<file path="config.mk">
export PLATFORM = sky130hd
export DESIGN_NAME = lru_page_replacement_flat
export DESIGN_NICKNAME = d
export VERILOG_FILES = /design/src/rtl/core/lpr_pkg.sv /design/src/rtl/core/lpr_ifs.sv /design/src/rtl/core/lpr_cell.sv /design/src/rtl/core/lru_page_replacement.sv /design/src/flat_wrapper.sv
export SDC_FILE = /design/constraint.sdc
export NUM_CORES = 1
export LEC_CHECK = 0
export BUFFER_PORTS_ARGS = -buffer_cell sky130_fd_sc_hd__buf_4
export CAP_MARGIN = 20
export CORE_MARGIN = 2
export CORE_UTILIZATION = 35
export CTS_BUF_LIST = sky130_fd_sc_hd__clkbuf_8
export DETAILED_ROUTE_END_ITERATION = 7
export GPL_ROUTABILITY_DRIVEN = 1
export PLACE_DENSITY = 0.59
export RECOVER_POWER = 100
export SYNTH_ARGS = -nofsm -noshare
export SYNTH_HDL_FRONTEND = slang
export SYNTH_SLANG_ARGS = --single-unit
</file>
<file path="constraint.sdc">
create_clock -name clk -period 5.51 [get_ports clk]
set_clock_uncertainty 0.1 [all_clocks]
set_input_delay 0 -clock clk [delete_from_list [all_inputs] [get_ports clk]]
set_output_delay 0 -clock clk [all_outputs]
set_load 0.005 [all_outputs]
</file>
<file path="src/rtl/core/lpr_pkg.sv">
package lpr_pkg;

  // Widths sized for the largest build (64 frames)
  localparam int IDX_W = 6;
  localparam int CFG_W = 4;
  localparam int CNT_W = 32;

  localparam logic [CFG_W-1:0] CFG_RESET = 4'd8;

  typedef logic [IDX_W-1:0] idx_t;
  typedef logic [CNT_W-1:0] cnt_t;

  // Update broadcast to every frame cell
  typedef enum logic [1:0] {
    CMD_NONE,
    CMD_TOUCH,
    CMD_FILL,
    CMD_CLEAR
  } cmd_kind_t;

  typedef struct packed {
    cmd_kind_t kind;
    logic      wr;
    idx_t      target;
    idx_t      rank;
  } cmd_t;

  // Search record handed from cell to cell
  typedef struct packed {
    logic valid;
    logic found;
    idx_t hit_idx;
    idx_t hit_rank;
    logic empty;
    idx_t empty_idx;
    idx_t lru_idx;
    idx_t lru_rank;
  } search_t;

endpackage

</file>
<file path="src/rtl/core/lpr_ifs.sv">
interface lpr_req_if #(
  parameter int PAGE_BITS = 16
);
  logic                 valid;
  logic                 ready;
  logic [PAGE_BITS-1:0] page;
  logic                 last_access;

  modport source (output valid, output page, output last_access, input ready);
  modport sink (input valid, input page, input last_access, output ready);
endinterface

interface lpr_rsp_if #(
  parameter int PAGE_BITS = 16,
  parameter int FIDX_W    = 3
);
  logic                 valid;
  logic                 ready;
  logic                 hit;
  logic [FIDX_W-1:0]    frame_index;
  logic                 evicted;
  logic [PAGE_BITS-1:0] evicted_page;
  logic [31:0]          fault_count;
  logic [31:0]          replacement_count;
  logic                 sequence_done;

  modport source (
    output valid, output hit, output frame_index, output evicted, output evicted_page,
    output fault_count, output replacement_count, output sequence_done, input ready
  );
  modport sink (
    input valid, input hit, input frame_index, input evicted, input evicted_page,
    input fault_count, input replacement_count, input sequence_done, output ready
  );
endinterface

</file>
<file path="src/rtl/core/lpr_cell.sv">
module lpr_cell #(
  parameter int IDX       = 0,
  parameter int PAGE_BITS = 16
) (
  input  logic                 clk,
  input  logic                 rst_n,
  input  logic                 active,
  input  logic [PAGE_BITS-1:0] req_page,
  input  lpr_pkg::search_t     rec_in,
  input  logic [PAGE_BITS-1:0] lru_page_in,
  output lpr_pkg::search_t     rec_out,
  output logic [PAGE_BITS-1:0] lru_page_out,
  input  lpr_pkg::cmd_t        cmd,
  input  logic [PAGE_BITS-1:0] new_page
);
  import lpr_pkg::*;

  localparam idx_t MY_IDX  = IDX_W'(IDX);
  localparam logic IS_HEAD = (IDX == 0);

  logic                 valid_r;
  idx_t                 rank_r;
  logic [PAGE_BITS-1:0] page_r;
  search_t              rec_r;
  search_t              rec_nxt;
  logic [PAGE_BITS-1:0] lru_page_r;
  logic [PAGE_BITS-1:0] lru_page_nxt;
  logic                 is_target;

  assign is_target = (cmd.target == MY_IDX);

  // Fold this frame into the passing search record
  always_comb begin
    rec_nxt      = rec_in;
    lru_page_nxt = lru_page_in;
    if (rec_in.valid && active) begin
      if (!rec_in.found && valid_r && (page_r == req_page)) begin
        rec_nxt.found    = 1'b1;
        rec_nxt.hit_idx  = MY_IDX;
        rec_nxt.hit_rank = rank_r;
      end
      if (!rec_in.empty && !valid_r) begin
        rec_nxt.empty     = 1'b1;
        rec_nxt.empty_idx = MY_IDX;
      end
      if (IS_HEAD || (rank_r > rec_in.lru_rank)) begin
        rec_nxt.lru_idx  = MY_IDX;
        rec_nxt.lru_rank = rank_r;
        lru_page_nxt     = page_r;
      end
    end
  end

  // Hand the record to the next cell
  always_ff @(posedge clk) begin
    if (!rst_n) begin
      rec_r <= '0;
    end else begin
      rec_r <= rec_nxt;
    end
  end

  always_ff @(posedge clk) begin
    lru_page_r <= lru_page_nxt;
  end

  assign rec_out      = rec_r;
  assign lru_page_out = lru_page_r;

  // Apply the broadcast update: age, promote, fill or clear
  always_ff @(posedge clk) begin
    if (!rst_n) begin
      valid_r <= 1'b0;
      rank_r  <= '0;
    end else begin
      case (cmd.kind)
        CMD_TOUCH: begin
          if (is_target) begin
            rank_r <= '0;
          end else if (valid_r && (rank_r < cmd.rank)) begin
            rank_r <= rank_r + 1'b1;
          end
        end
        CMD_FILL: begin
          if (is_target) begin
            valid_r <= 1'b1;
            rank_r  <= '0;
          end else if (valid_r) begin
            rank_r <= rank_r + 1'b1;
          end
        end
        CMD_CLEAR: begin
          valid_r <= 1'b0;
          rank_r  <= '0;
        end
        default: begin
        end
      endcase
    end
  end

  // Page store, written on fill or eviction
  always_ff @(posedge clk) begin
    if (is_target && cmd.wr && ((cmd.kind == CMD_TOUCH) || (cmd.kind == CMD_FILL))) begin
      page_r <= new_page;
    end
  end

endmodule

</file>
<file path="src/rtl/core/lru_page_replacement.sv">
// LRU page replacement engine. Each request carries one page access; the
// block keeps FRAMES frame cells, each holding a page, a valid bit and an
// age rank (0 is most recent). Between acceptance of a request and the next
// acceptance the request is launched, its search record walks the chain of
// frame cells one cell per cycle (first matching frame, first empty frame,
// oldest frame), the record is captured, and the update is committed to all
// cells in parallel while the result register is loaded. The commit waits
// while a previous result has not been taken. cfg_wdata sets how many frames
// take part (0 acts as 1, values above FRAMES act as FRAMES); write it only
// while no request is in flight. A request with last_access set reports the
// final counts and then empties all frames and clears both saturating
// counters.
module lru_page_replacement #(
  parameter int FRAMES    = 8,
  parameter int PAGE_BITS = 16
) (
  input  logic                       clk,
  input  logic                       rst_n,
  lpr_req_if.sink                    in_ch,
  lpr_rsp_if.source                  out_ch,
  input  logic                       cfg_we,
  input  logic [lpr_pkg::CFG_W-1:0]  cfg_wdata
);
  import lpr_pkg::*;

  localparam int FIDX_W = (FRAMES > 1) ? $clog2(FRAMES) : 1;
  localparam int NW     = $clog2(FRAMES + 1);
  localparam int CW     = (NW > CFG_W) ? NW : CFG_W;

  typedef enum logic [1:0] {
    S_IDLE,
    S_SEARCH,
    S_COMMIT
  } state_t;

  state_t               state_r;
  logic [CFG_W-1:0]     frames_r;
  logic [CW-1:0]        cfg_ext;
  logic [CW-1:0]        n_eff;
  logic [FRAMES-1:0]    active;
  logic                 start_r;
  logic [PAGE_BITS-1:0] page_r;
  logic                 last_r;
  search_t              fin_r;
  logic [PAGE_BITS-1:0] fin_page_r;
  cnt_t                 faults_r;
  cnt_t                 repl_r;
  cnt_t                 faults_nxt;
  cnt_t                 repl_nxt;

  search_t              rec [0:FRAMES];
  logic [PAGE_BITS-1:0] lru_page [0:FRAMES];
  logic [FRAMES-1:0]    chain_v;
  cmd_t                 cmd;

  logic                 in_fire;
  logic                 commit;
  logic                 miss;
  logic                 evict;
  idx_t                 frame;

  logic                 out_valid_r;
  logic                 hit_r;
  logic [FIDX_W-1:0]    frame_index_r;
  logic                 evicted_r;
  logic [PAGE_BITS-1:0] evicted_page_r;
  cnt_t                 fault_count_r;
  cnt_t                 repl_count_r;
  logic                 done_r;

  // Frame count register
  always_ff @(posedge clk) begin
    if (!rst_n) begin
      frames_r <= CFG_RESET;
    end else if (cfg_we) begin
      frames_r <= cfg_wdata;
    end
  end

  // Clamp the frame count into 1..FRAMES
  always_comb begin
    cfg_ext = CW'(frames_r);
    if (cfg_ext == '0) begin
      n_eff = CW'(1);
    end else if (cfg_ext > CW'(FRAMES)) begin
      n_eff = CW'(FRAMES);
    end else begin
      n_eff = cfg_ext;
    end
  end

  assign in_fire     = in_ch.valid && in_ch.ready;
  assign in_ch.ready = (state_r == S_IDLE);
  assign commit      = (state_r == S_COMMIT) && (!out_valid_r || out_ch.ready);

  // Launch an empty search record at the head of the chain
  always_comb begin
    rec[0]       = '0;
    rec[0].valid = start_r;
    lru_page[0]  = '0;
  end

  // Row of frame cells
  for (genvar i = 0; i < FRAMES; i++) begin : g_cell
    assign active[i]  = (CW'(i) < n_eff);
    assign chain_v[i] = rec[i+1].valid;

    lpr_cell #(
      .IDX       (i),
      .PAGE_BITS (PAGE_BITS)
    ) u_cell (
      .clk          (clk),
      .rst_n        (rst_n),
      .active       (active[i]),
      .req_page     (page_r),
      .rec_in       (rec[i]),
      .lru_page_in  (lru_page[i]),
      .rec_out      (rec[i+1]),
      .lru_page_out (lru_page[i+1]),
      .cmd          (cmd),
      .new_page     (page_r)
    );
  end

  // Choose the frame: hit, else first empty, else oldest
  always_comb begin
    miss  = !fin_r.found;
    evict = miss && !fin_r.empty;
    if (fin_r.found) begin
      frame = fin_r.hit_idx;
    end else if (fin_r.empty) begin
      frame = fin_r.empty_idx;
    end else begin
      frame = fin_r.lru_idx;
    end
    faults_nxt = faults_r;
    if (miss && (faults_r != '1)) begin
      faults_nxt = faults_r + 1'b1;
    end
    repl_nxt = repl_r;
    if (evict && (repl_r != '1)) begin
      repl_nxt = repl_r + 1'b1;
    end
  end

  // Broadcast the update on commit
  always_comb begin
    cmd.kind   = CMD_NONE;
    cmd.wr     = miss;
    cmd.target = frame;
    cmd.rank   = fin_r.found ? fin_r.hit_rank : fin_r.lru_rank;
    if (commit) begin
      if (last_r) begin
        cmd.kind = CMD_CLEAR;
      end else if (fin_r.found || evict) begin
        cmd.kind = CMD_TOUCH;
      end else begin
        cmd.kind = CMD_FILL;
      end
    end
  end

  // Request payload and search capture
  always_ff @(posedge clk) begin
    if (in_fire) begin
      page_r <= in_ch.page;
      last_r <= in_ch.last_access;
    end
    if ((state_r == S_SEARCH) && rec[FRAMES].valid) begin
      fin_r      <= rec[FRAMES];
      fin_page_r <= lru_page[FRAMES];
    end
  end

  // Sequencer, counters and result register
  always_ff @(posedge clk) begin
    if (!rst_n) begin
      state_r     <= S_IDLE;
      start_r     <= 1'b0;
      faults_r    <= '0;
      repl_r      <= '0;
      out_valid_r <= 1'b0;
    end else begin
      start_r <= in_fire;
      if (out_ch.ready) begin
        out_valid_r <= 1'b0;
      end
      case (state_r)
        S_IDLE: begin
          if (in_fire) begin
            state_r <= S_SEARCH;
          end
        end
        S_SEARCH: begin
          if (rec[FRAMES].valid) begin
            state_r <= S_COMMIT;
          end
        end
        S_COMMIT: begin
          if (commit) begin
            state_r        <= S_IDLE;
            out_valid_r    <= 1'b1;
            hit_r          <= fin_r.found;
            frame_index_r  <= frame[FIDX_W-1:0];
            evicted_r      <= evict;
            evicted_page_r <= evict ? fin_page_r : '0;
            fault_count_r  <= faults_nxt;
            repl_count_r   <= repl_nxt;
            done_r         <= last_r;
            faults_r       <= last_r ? '0 : faults_nxt;
            repl_r         <= last_r ? '0 : repl_nxt;
          end
        end
        default: begin
          state_r <= S_IDLE;
        end
      endcase
    end
  end

  assign out_ch.valid             = out_valid_r;
  assign out_ch.hit               = hit_r;
  assign out_ch.frame_index       = frame_index_r;
  assign out_ch.evicted           = evicted_r;
  assign out_ch.evicted_page      = evicted_page_r;
  assign out_ch.fault_count       = fault_count_r;
  assign out_ch.replacement_count = repl_count_r;
  assign out_ch.sequence_done     = done_r;

  // A single search record walks the chain at a time
  assert property (@(posedge clk) disable iff (!rst_n) $countones(chain_v) <= 1)
    else $error("more than one search record in the cell chain");

  // A search reaches the chain end only while the sequencer waits for it
  assert property (@(posedge clk) disable iff (!rst_n)
    rec[FRAMES].valid |-> (state_r == S_SEARCH))
    else $error("search record arrived outside the search phase");

  // Replacements never outnumber faults
  assert property (@(posedge clk) disable iff (!rst_n) repl_r <= faults_r)
    else $error("replacement count exceeds fault count");

  // End of sequence clears both counters
  assert property (@(posedge clk) disable iff (!rst_n)
    (commit && last_r) |=> ((faults_r == '0) && (repl_r == '0)))
    else $error("counters not cleared after last access");

endmodule
</file>
<file path="src/flat_wrapper.sv">
// flat-port wrapper written by rule: the top's interface ports become plain ports
module lru_page_replacement_flat import lpr_pkg::*;
#(
  parameter int FRAMES    = 8,
  parameter int PAGE_BITS = 16
)
  (clk, rst_n, cfg_we, cfg_wdata, in_ch_valid, in_ch_page, in_ch_last_access, in_ch_ready, out_ch_valid, out_ch_hit, out_ch_frame_index, out_ch_evicted, out_ch_evicted_page, out_ch_fault_count, out_ch_replacement_count, out_ch_sequence_done, out_ch_ready);
  lpr_req_if #(.PAGE_BITS(PAGE_BITS)) in_ch_i ();
  lpr_rsp_if #(.PAGE_BITS(PAGE_BITS)) out_ch_i ();
  input  logic clk;
  input  logic rst_n;
  input  logic cfg_we;
  input  logic [lpr_pkg::CFG_W-1:0] cfg_wdata;
  input wire logic [$bits(in_ch_i.valid)-1:0] in_ch_valid;
  input wire logic [$bits(in_ch_i.page)-1:0] in_ch_page;
  input wire logic [$bits(in_ch_i.last_access)-1:0] in_ch_last_access;
  output wire logic [$bits(in_ch_i.ready)-1:0] in_ch_ready;
  output wire logic [$bits(out_ch_i.valid)-1:0] out_ch_valid;
  output wire logic [$bits(out_ch_i.hit)-1:0] out_ch_hit;
  output wire logic [$bits(out_ch_i.frame_index)-1:0] out_ch_frame_index;
  output wire logic [$bits(out_ch_i.evicted)-1:0] out_ch_evicted;
  output wire logic [$bits(out_ch_i.evicted_page)-1:0] out_ch_evicted_page;
  output wire logic [$bits(out_ch_i.fault_count)-1:0] out_ch_fault_count;
  output wire logic [$bits(out_ch_i.replacement_count)-1:0] out_ch_replacement_count;
  output wire logic [$bits(out_ch_i.sequence_done)-1:0] out_ch_sequence_done;
  input wire logic [$bits(out_ch_i.ready)-1:0] out_ch_ready;
  assign in_ch_i.valid = in_ch_valid;
  assign in_ch_i.page = in_ch_page;
  assign in_ch_i.last_access = in_ch_last_access;
  assign in_ch_ready = in_ch_i.ready;
  assign out_ch_valid = out_ch_i.valid;
  assign out_ch_hit = out_ch_i.hit;
  assign out_ch_frame_index = out_ch_i.frame_index;
  assign out_ch_evicted = out_ch_i.evicted;
  assign out_ch_evicted_page = out_ch_i.evicted_page;
  assign out_ch_fault_count = out_ch_i.fault_count;
  assign out_ch_replacement_count = out_ch_i.replacement_count;
  assign out_ch_sequence_done = out_ch_i.sequence_done;
  assign out_ch_i.ready = out_ch_ready;
  lru_page_replacement #(.FRAMES(FRAMES), .PAGE_BITS(PAGE_BITS)) u_core (.clk(clk), .rst_n(rst_n), .in_ch(in_ch_i), .out_ch(out_ch_i), .cfg_we(cfg_we), .cfg_wdata(cfg_wdata));
endmodule
</file>
# Word level (Yosys, flattened, before mapping)
# Index checks and enable logic that the tools add are counted.
# word_totals
reg_bits	799
latchBits	0
ram_bits	0
rom_bits	0
inputBits	26
output_inout_bits	88
elab_cells	434
memories	0
# op_classes
n_addsub	10
multipliers	0
div	0
order_cmp	24
eq_ne	49
n_shift	0
mux	119
n_bitwise	0
reduce_logical	113
# op_table
operator	n
$mux 32	11
$mux 16	14
$mux 6	35
$pmux 6 s3	8
$eq 16x16->1	8
$mux 13	8
$mux 12	7
$add 32x1->32 const B	2
$ne 32x32->1 const B	2
$logic_and 1x1->1	60
$mux 7	8
$add 6x1->6 const B	8
$lt 6x6->1	8
$ne 3x3->1 const B	16
$gt 6x6->1	7
$reduce_and 3->1	11
$eq 6x3->1 const B	4
$logic_not 1->1	24
$ne 2x2->1 const B	10
$reduce_and 2->1	10
$lt 3x4->1 const A	4
$pmux 1 s2	8
$eq 6x2->1 const B	2
$mux 2	6
16 further kinds	34

# Depth between registers and ports, before layout
# logic_depth
depth_word	9
mapped_depth	14
depth_no_buf	10

# By module
# Synthesis repeated with hierarchy kept, for this count alone.
# hier_totals
hier_cells	3040
hier_area_um2	34097.7
# by_module_without_submodules
mod	n_inst	cells_per_inst	area_per_inst_um2	seq_area_each_um2
lru_page_replacement	1	851	9984.6	5975.7
lpr_cell at u_core.g_cell[1].u_cell ...	3	274	3039.2	1601.5
lpr_cell at u_core.g_cell[5].u_cell ...	2	274	3044.2	1601.5
lpr_cell at u_core.g_cell[7].u_cell	1	275	3049.2	1601.5
lpr_cell at u_core.g_cell[3].u_cell	1	273	3039.2	1601.5
lpr_cell at u_core.g_cell[0].u_cell	1	271	2819.0	1601.5

# Least setup slack after synthesis
# Ideal clock, no wire load.
# synth_timing
path_type	register to register
startpoint	reg u_core.state_r[0]
endpoint	reg u_core.evicted_r, in the netlist u_core.out_ch.evicted, enable pin
setup_ns	0.531
arrival_ns	4.584
required_time_ns	4.879
slack_ns	0.295
stages_incl_launch_ff	6
path_buffers	2
period_less_slack_ns	5.215
cell_sequence	dfxtp_1 > nand2b_1 > nand2b_1 > clkbuf_1 > clkbuf_1 > nor2_1
# synth_via
elab_chain_len	3
# synth_lines
element	line	text
start, declared	lru_page_replacement.sv:36	state_t state_r;
start signal, assigned	lru_page_replacement.sv:178	state_r <= S_IDLE;
start signal, assigned	lru_page_replacement.sv:191	state_r <= S_SEARCH;
start signal, assigned	lru_page_replacement.sv:196	state_r <= S_COMMIT;
$eq 2x2->1 *	lru_page_replacement.sv:94, lru_page_replacement.sv:188	
$logic_and 1x1->1	lru_page_replacement.sv:94	assign commit = (state_r == S_COMMIT) && (!out_valid_r || out_ch.ready);
$reduce_and 3->1 (no source line) *	--	
end signal, assigned	lru_page_replacement.sv:205	evicted_r <= evict;
end, declared	lru_page_replacement.sv:65	logic evicted_r;
# Mark *: on every way between the ends. The rest lies on a longest branch, timed or not.
# A chain may end at the register's enable or synchronous reset.

# Worst setup path in the final report
# layout_timing
startpoint	in rst_n
endpoint	reg u_core.evicted_page_r[11], in the netlist u_core.out_ch.evicted_page[11], enable pin
# layout_via
elab_chain_len	1
# layout_lines
element	line	text
start, declared	flat_wrapper.sv:11	input logic rst_n;
$reduce_and 3->1 (no source line)	--	
end signal, assigned	lru_page_replacement.sv:206	evicted_page_r <= evict ? fin_page_r : '0;
end, declared	lru_page_replacement.sv:66	logic [PAGE_BITS-1:0] evicted_page_r;
# No other way between the ends.

==> summary.md <==
| Metric | Value |
|---|---|
| Floorplan die width | `293 um` |
| Antenna viol nets, final | `0` |
| Clk sink count | `697` |
| List of most frequent post-synthesis cells | `sky130_fd_sc_hd__dfxtp_1 (427), sky130_fd_sc_hd__edfxtp_1 (270), sky130_fd_sc_hd__nor2_1 (245)` |
| Global router's overall resource usage | `0.163` |
| Gpl congestion | `0.876` |
| Ranking of synthesized cells by area | `sky130_fd_sc_hd__dfxtp_1 (29%), sky130_fd_sc_hd__edfxtp_1 (28%), sky130_fd_sc_hd__mux2_2 (4.5%), sky130_fd_sc_hd__ha_1 (4.1%), sky130_fd_sc_hd__mux2i_1 (3.5%)` |
| Fillcell total | `7,809` |
| Std-Cell Rows | `105` |
| Final Util | `0.412` |
| Setup violations, final | `0` |
| CP bufs+invs | `4` |
| Max-slew violation total from the final report | `282` |
| Buffers inserted by post-CTS timing repair | `0` |
| Layout overhead on the synthesized area | `16.1%` |
| CTS buffer count | `114` |
| Startpoint kind of the worst setup timing path | `input pin` |
| Net count after synthesis | `2,713` |
| Count of cell types in the netlist | `78` |
| Arrival time at the worst endpoint | `4.64 ns` |
| Register area | `16,700 um2` |
| Cell type group with the largest total delay on the critical path | `buffers and inverters` |
| Number of cells traversed by the worst register-to-register path | `10` |
| Wire length of the first global-routing pass | `112,000 um` |
| Final cycle utilization of the critical path | `0.802` |
| Crit-path max cell delay | `1.59 ns` |
| Fraction of final layout cells with drive strength greater than 1 | `0.138` |
| Final min period | `4.42 ns` |
| Violations in the final reports | `capacitance limit, slew limit` |
| Final TNS setup | `0 ns` |
| Vertical extent of the die | `293 um` |
| Total length of routed wires | `71,000 um` |
| Worst hold path depth | `4` |
| Post-synthesis cell count | `2,591` |
| Root buf cell | `sky130_fd_sc_hd__clkbuf_8` |
| Mean number of vias per cell | `5.16` |
| RSZ-0062 raised after global routing | `false` |
| Largest net degree at the start of global routing | `159` |
| 1st-iter DRT viols | `1,655` |
| Most repeated cell in the gate-level netlist after synthesis | `sky130_fd_sc_hd__dfxtp_1` |
| Cell area after synthesis | `29,200 um2` |
| Nets@finish | `2,902` |
| Library cell occupying the most area in the post-synthesis netlist | `sky130_fd_sc_hd__dfxtp_1` |
| Post-synth top area share | `0.292` |
| Antenna violations before repair | `2` |
| Longest Clk Path Bufs | `3` |
| Transition time of the tightest slew-check pin | `2.25 ns` |
| Placed wire-length estimate after detailed placement | `49,000 um` |
| Path class of the lowest-slack min-delay path | `input pin to register` |
| TritonCTS clock tree | `done` |
| Synthesis-stage register bit count | `697` |
| Critical path capture point type | `register` |
| Max Cap Viol | `6` |
| First-pass detailed-route iteration total | `6` |
| Sequence of cells on the critical path | `dlygate4sd3_1 -> clkbuf_1 -> inv_6 -> nor2_1 -> buf_4` |
| Seq/Total Area, Yosys | `0.570` |
| Total number of vias | `20,368` |
| Yosys synthesis warning count | `0` |
| H-Tree Level Count | `3` |
| Count of cell instances traversed by the critical path | `5` |
| Number of flops mapped to enable cells by yosys | `270` |
| Area of the multi-input gates | `11,700 um2` |
| Final global-route overflow total | `0` |
| Die area | `85,800 um2` |
| DRC Markers | `0` |
| Via count of the first global-routing pass | `20,753` |
| Worst voltage drop across the vdd grid | `0.190 mV` |
| Power per cell area | `305 nW/um2` |
| Max stage delay cell, worst path | `sky130_fd_sc_hd__clkbuf_1` |
| Max Fclk | `226 MHz` |
| Setup Crit Path Kind | `input pin to register` |
| Total core area | `82,400 um2` |
| Initial standard-cell utilization of the core | `0.355` |
| Post-detailed-route wirelength per cell | `18.0 um` |
| Clock-pin transition on the worst setup and hold timing paths | `0.07 ns` |
| Worst-case headroom to the max-slew limit | `-0.502` |
| Num ports | `114` |
| Port Buffer Count | `113` |
| Predominant post-synthesis flop cell | `sky130_fd_sc_hd__dfxtp_1` |
| Fraction of registers with async set/reset | `0` |
| Maximum fanout along the worst path | `78` |
| Leakage | `0.0126 uW` |
| Final number of hold-violating endpoints | `0` |
| Worst path required time | `5.73 ns` |
| Post-Synthesis Mean Instance Area | `11.3 um2` |
| Insertion delay to the later sink of the worst-skew pair | `0.75 ns` |
| Worst slack on hold paths | `0.115 ns` |
| Result of the run | `finished, violations left` |
## cell type report
cell class	count	area share
sequential	697	0.491
antenna	1	0.0000737
clock buffer	136	0.0552
timing repair buffer	215	0.0443
multi-input combinational	1671	0.344
inverter	81	0.00911
clock inverter	80	0.0173
tap	1070	0.0394
## layout by cell type, fill, tap and decap left out, types with 14 or more instances in the layout
cell | Yosys | layout
sky130_fd_sc_hd__and3_1 | 33 | 33
sky130_fd_sc_hd__ha_1 | 96 | 96
sky130_fd_sc_hd__mux2_2 | 117 | 107
sky130_fd_sc_hd__dlygate4sd3_1 | 0 | 53
sky130_fd_sc_hd__nand2_1 | 94 | 94
sky130_fd_sc_hd__a21oi_1 | 107 | 107
sky130_fd_sc_hd__a21o_1 | 24 | 24
sky130_fd_sc_hd__nand3_1 | 89 | 89
sky130_fd_sc_hd__nor4_1 | 29 | 31
sky130_fd_sc_hd__clkbuf_4 | 0 | 75
sky130_fd_sc_hd__nor2_1 | 245 | 245
sky130_fd_sc_hd__or4_1 | 13 | 14
sky130_fd_sc_hd__o21ai_0 | 80 | 80
sky130_fd_sc_hd__nor3_1 | 40 | 42
sky130_fd_sc_hd__xnor2_1 | 106 | 106
sky130_fd_sc_hd__dfxtp_1 | 427 | 427
sky130_fd_sc_hd__mux2i_1 | 103 | 103
sky130_fd_sc_hd__o21a_1 | 21 | 21
sky130_fd_sc_hd__clkinv_2 | 0 | 18
sky130_fd_sc_hd__a31oi_1 | 27 | 28
sky130_fd_sc_hd__edfxtp_1 | 270 | 270
sky130_fd_sc_hd__and2_0 | 0 | 25
sky130_fd_sc_hd__and2_1 | 52 | 27
sky130_fd_sc_hd__nand4_1 | 68 | 68
sky130_fd_sc_hd__clkbuf_8 | 0 | 136
sky130_fd_sc_hd__clkbuf_1 | 109 | 63
sky130_fd_sc_hd__xor2_1 | 83 | 83
sky130_fd_sc_hd__buf_4 | 2 | 22
sky130_fd_sc_hd__nor2b_1 | 15 | 15
sky130_fd_sc_hd__inv_1 | 79 | 118
sky130_fd_sc_hd__or3_1 | 45 | 45
sky130_fd_sc_hd__a41oi_1 | 16 | 16
## tightest hold or removal path, stage by stage
cell and delay (ns):
sky130_fd_sc_hd__dlygate4sd3_1 0.53, sky130_fd_sc_hd__buf_4 0.12, sky130_fd_sc_hd__nand2b_1 0.17, sky130_fd_sc_hd__a21oi_1 0.09
## logic make-up (layout without fill, tap and decap cells)
| group | Yosys count | after routing | synth area share |
|---|---|---|---|
| AND/OR/NAND/NOR | 787 | 787 | 0.140 |
| AO/OA/AOI/OAI | 379 | 379 | 0.0826 |
| XOR/XNOR | 189 | 189 | 0.0566 |
| other | 0 | 1 | 0 |
| adder cells (fa/ha/maj) | 96 | 96 | 0.0411 |
| flip-flops | 697 | 697 | 0.570 |
| buffers and inverters | 223 | 512 | 0.0299 |
| multiplexers | 220 | 220 | 0.0804 |
## worst paths after layout
| kind | start | end | slack, ns |
|---|---|---|---|
| setup reg to reg | u_core.fin_r[31] | u_core.g_cell[6].u_cell.rank_r[4] | 1.11 |
| hold / removal | out_ch_ready | u_core.out_ch.valid | 0.12 |
| hold reg to reg | u_core.g_cell[7].u_cell.rec_out[4] | u_core.fin_r[4] | 0.28 |
| setup / recovery | rst_n | u_core.out_ch.evicted_page[11] | 1.09 |
## repair_timing
| item | CTS | global route |
|---|---|---|
| hold endpoints to repair | 65 | 0 |
| gates resized for setup | 0 | 0 |
| hold buffers | 53 | 0 |
## state kept, by name, summed over array words and instances (netlist names), 2 cells and up
name and count:
u_core.out_ch.frame_index 3, u_core.fin_page_r 16, u_core.repl_r 32, u_core.state_r 2, u_core.out_ch.replacement_count 32, u_core.g_cell.u_cell.lru_page_out 128
u_core.g_cell.u_cell.rec_out 171, u_core.page_r 16, u_core.out_ch.fault_count 32, u_core.faults_r 32, u_core.g_cell.u_cell.page_r 128, u_core.g_cell.u_cell.rank_r 48
u_core.fin_r 23, u_core.out_ch.evicted_page 16, u_core.cfg_ext 4, u_core.g_cell.u_cell.valid_r 8
## through the flow
stage / total power, uW / cell area (um2) / setup WS (ns) / instances
finish: 10400 / 33900 / 1.09 / 3951
global route: 10700 / 33900 / 0.817 / 3951
CTS: 10500 / 34300 / 1.79 / 3948
detailed placement: 5720 / 31300 / 1.86 / 3679
global placement: 5720 / 31300 / 1.94 / 3678
floorplan: 5640 / 29200 / 0.295 / 2591
## power by group
group	internal (uW)	total (uW)	switching [uW]
combinational	95.3	222	127
clock	2600	4710	2110
sequential	5370	5420	41.6
## routing by layer
layer	GRT usage	share of wire
met5	0	0
met4	0.0605	0.033
met3	0.0290	0.052
met2	0.274	0.47
met1	0.208	0.44
(Power assumes the default switching activity.)
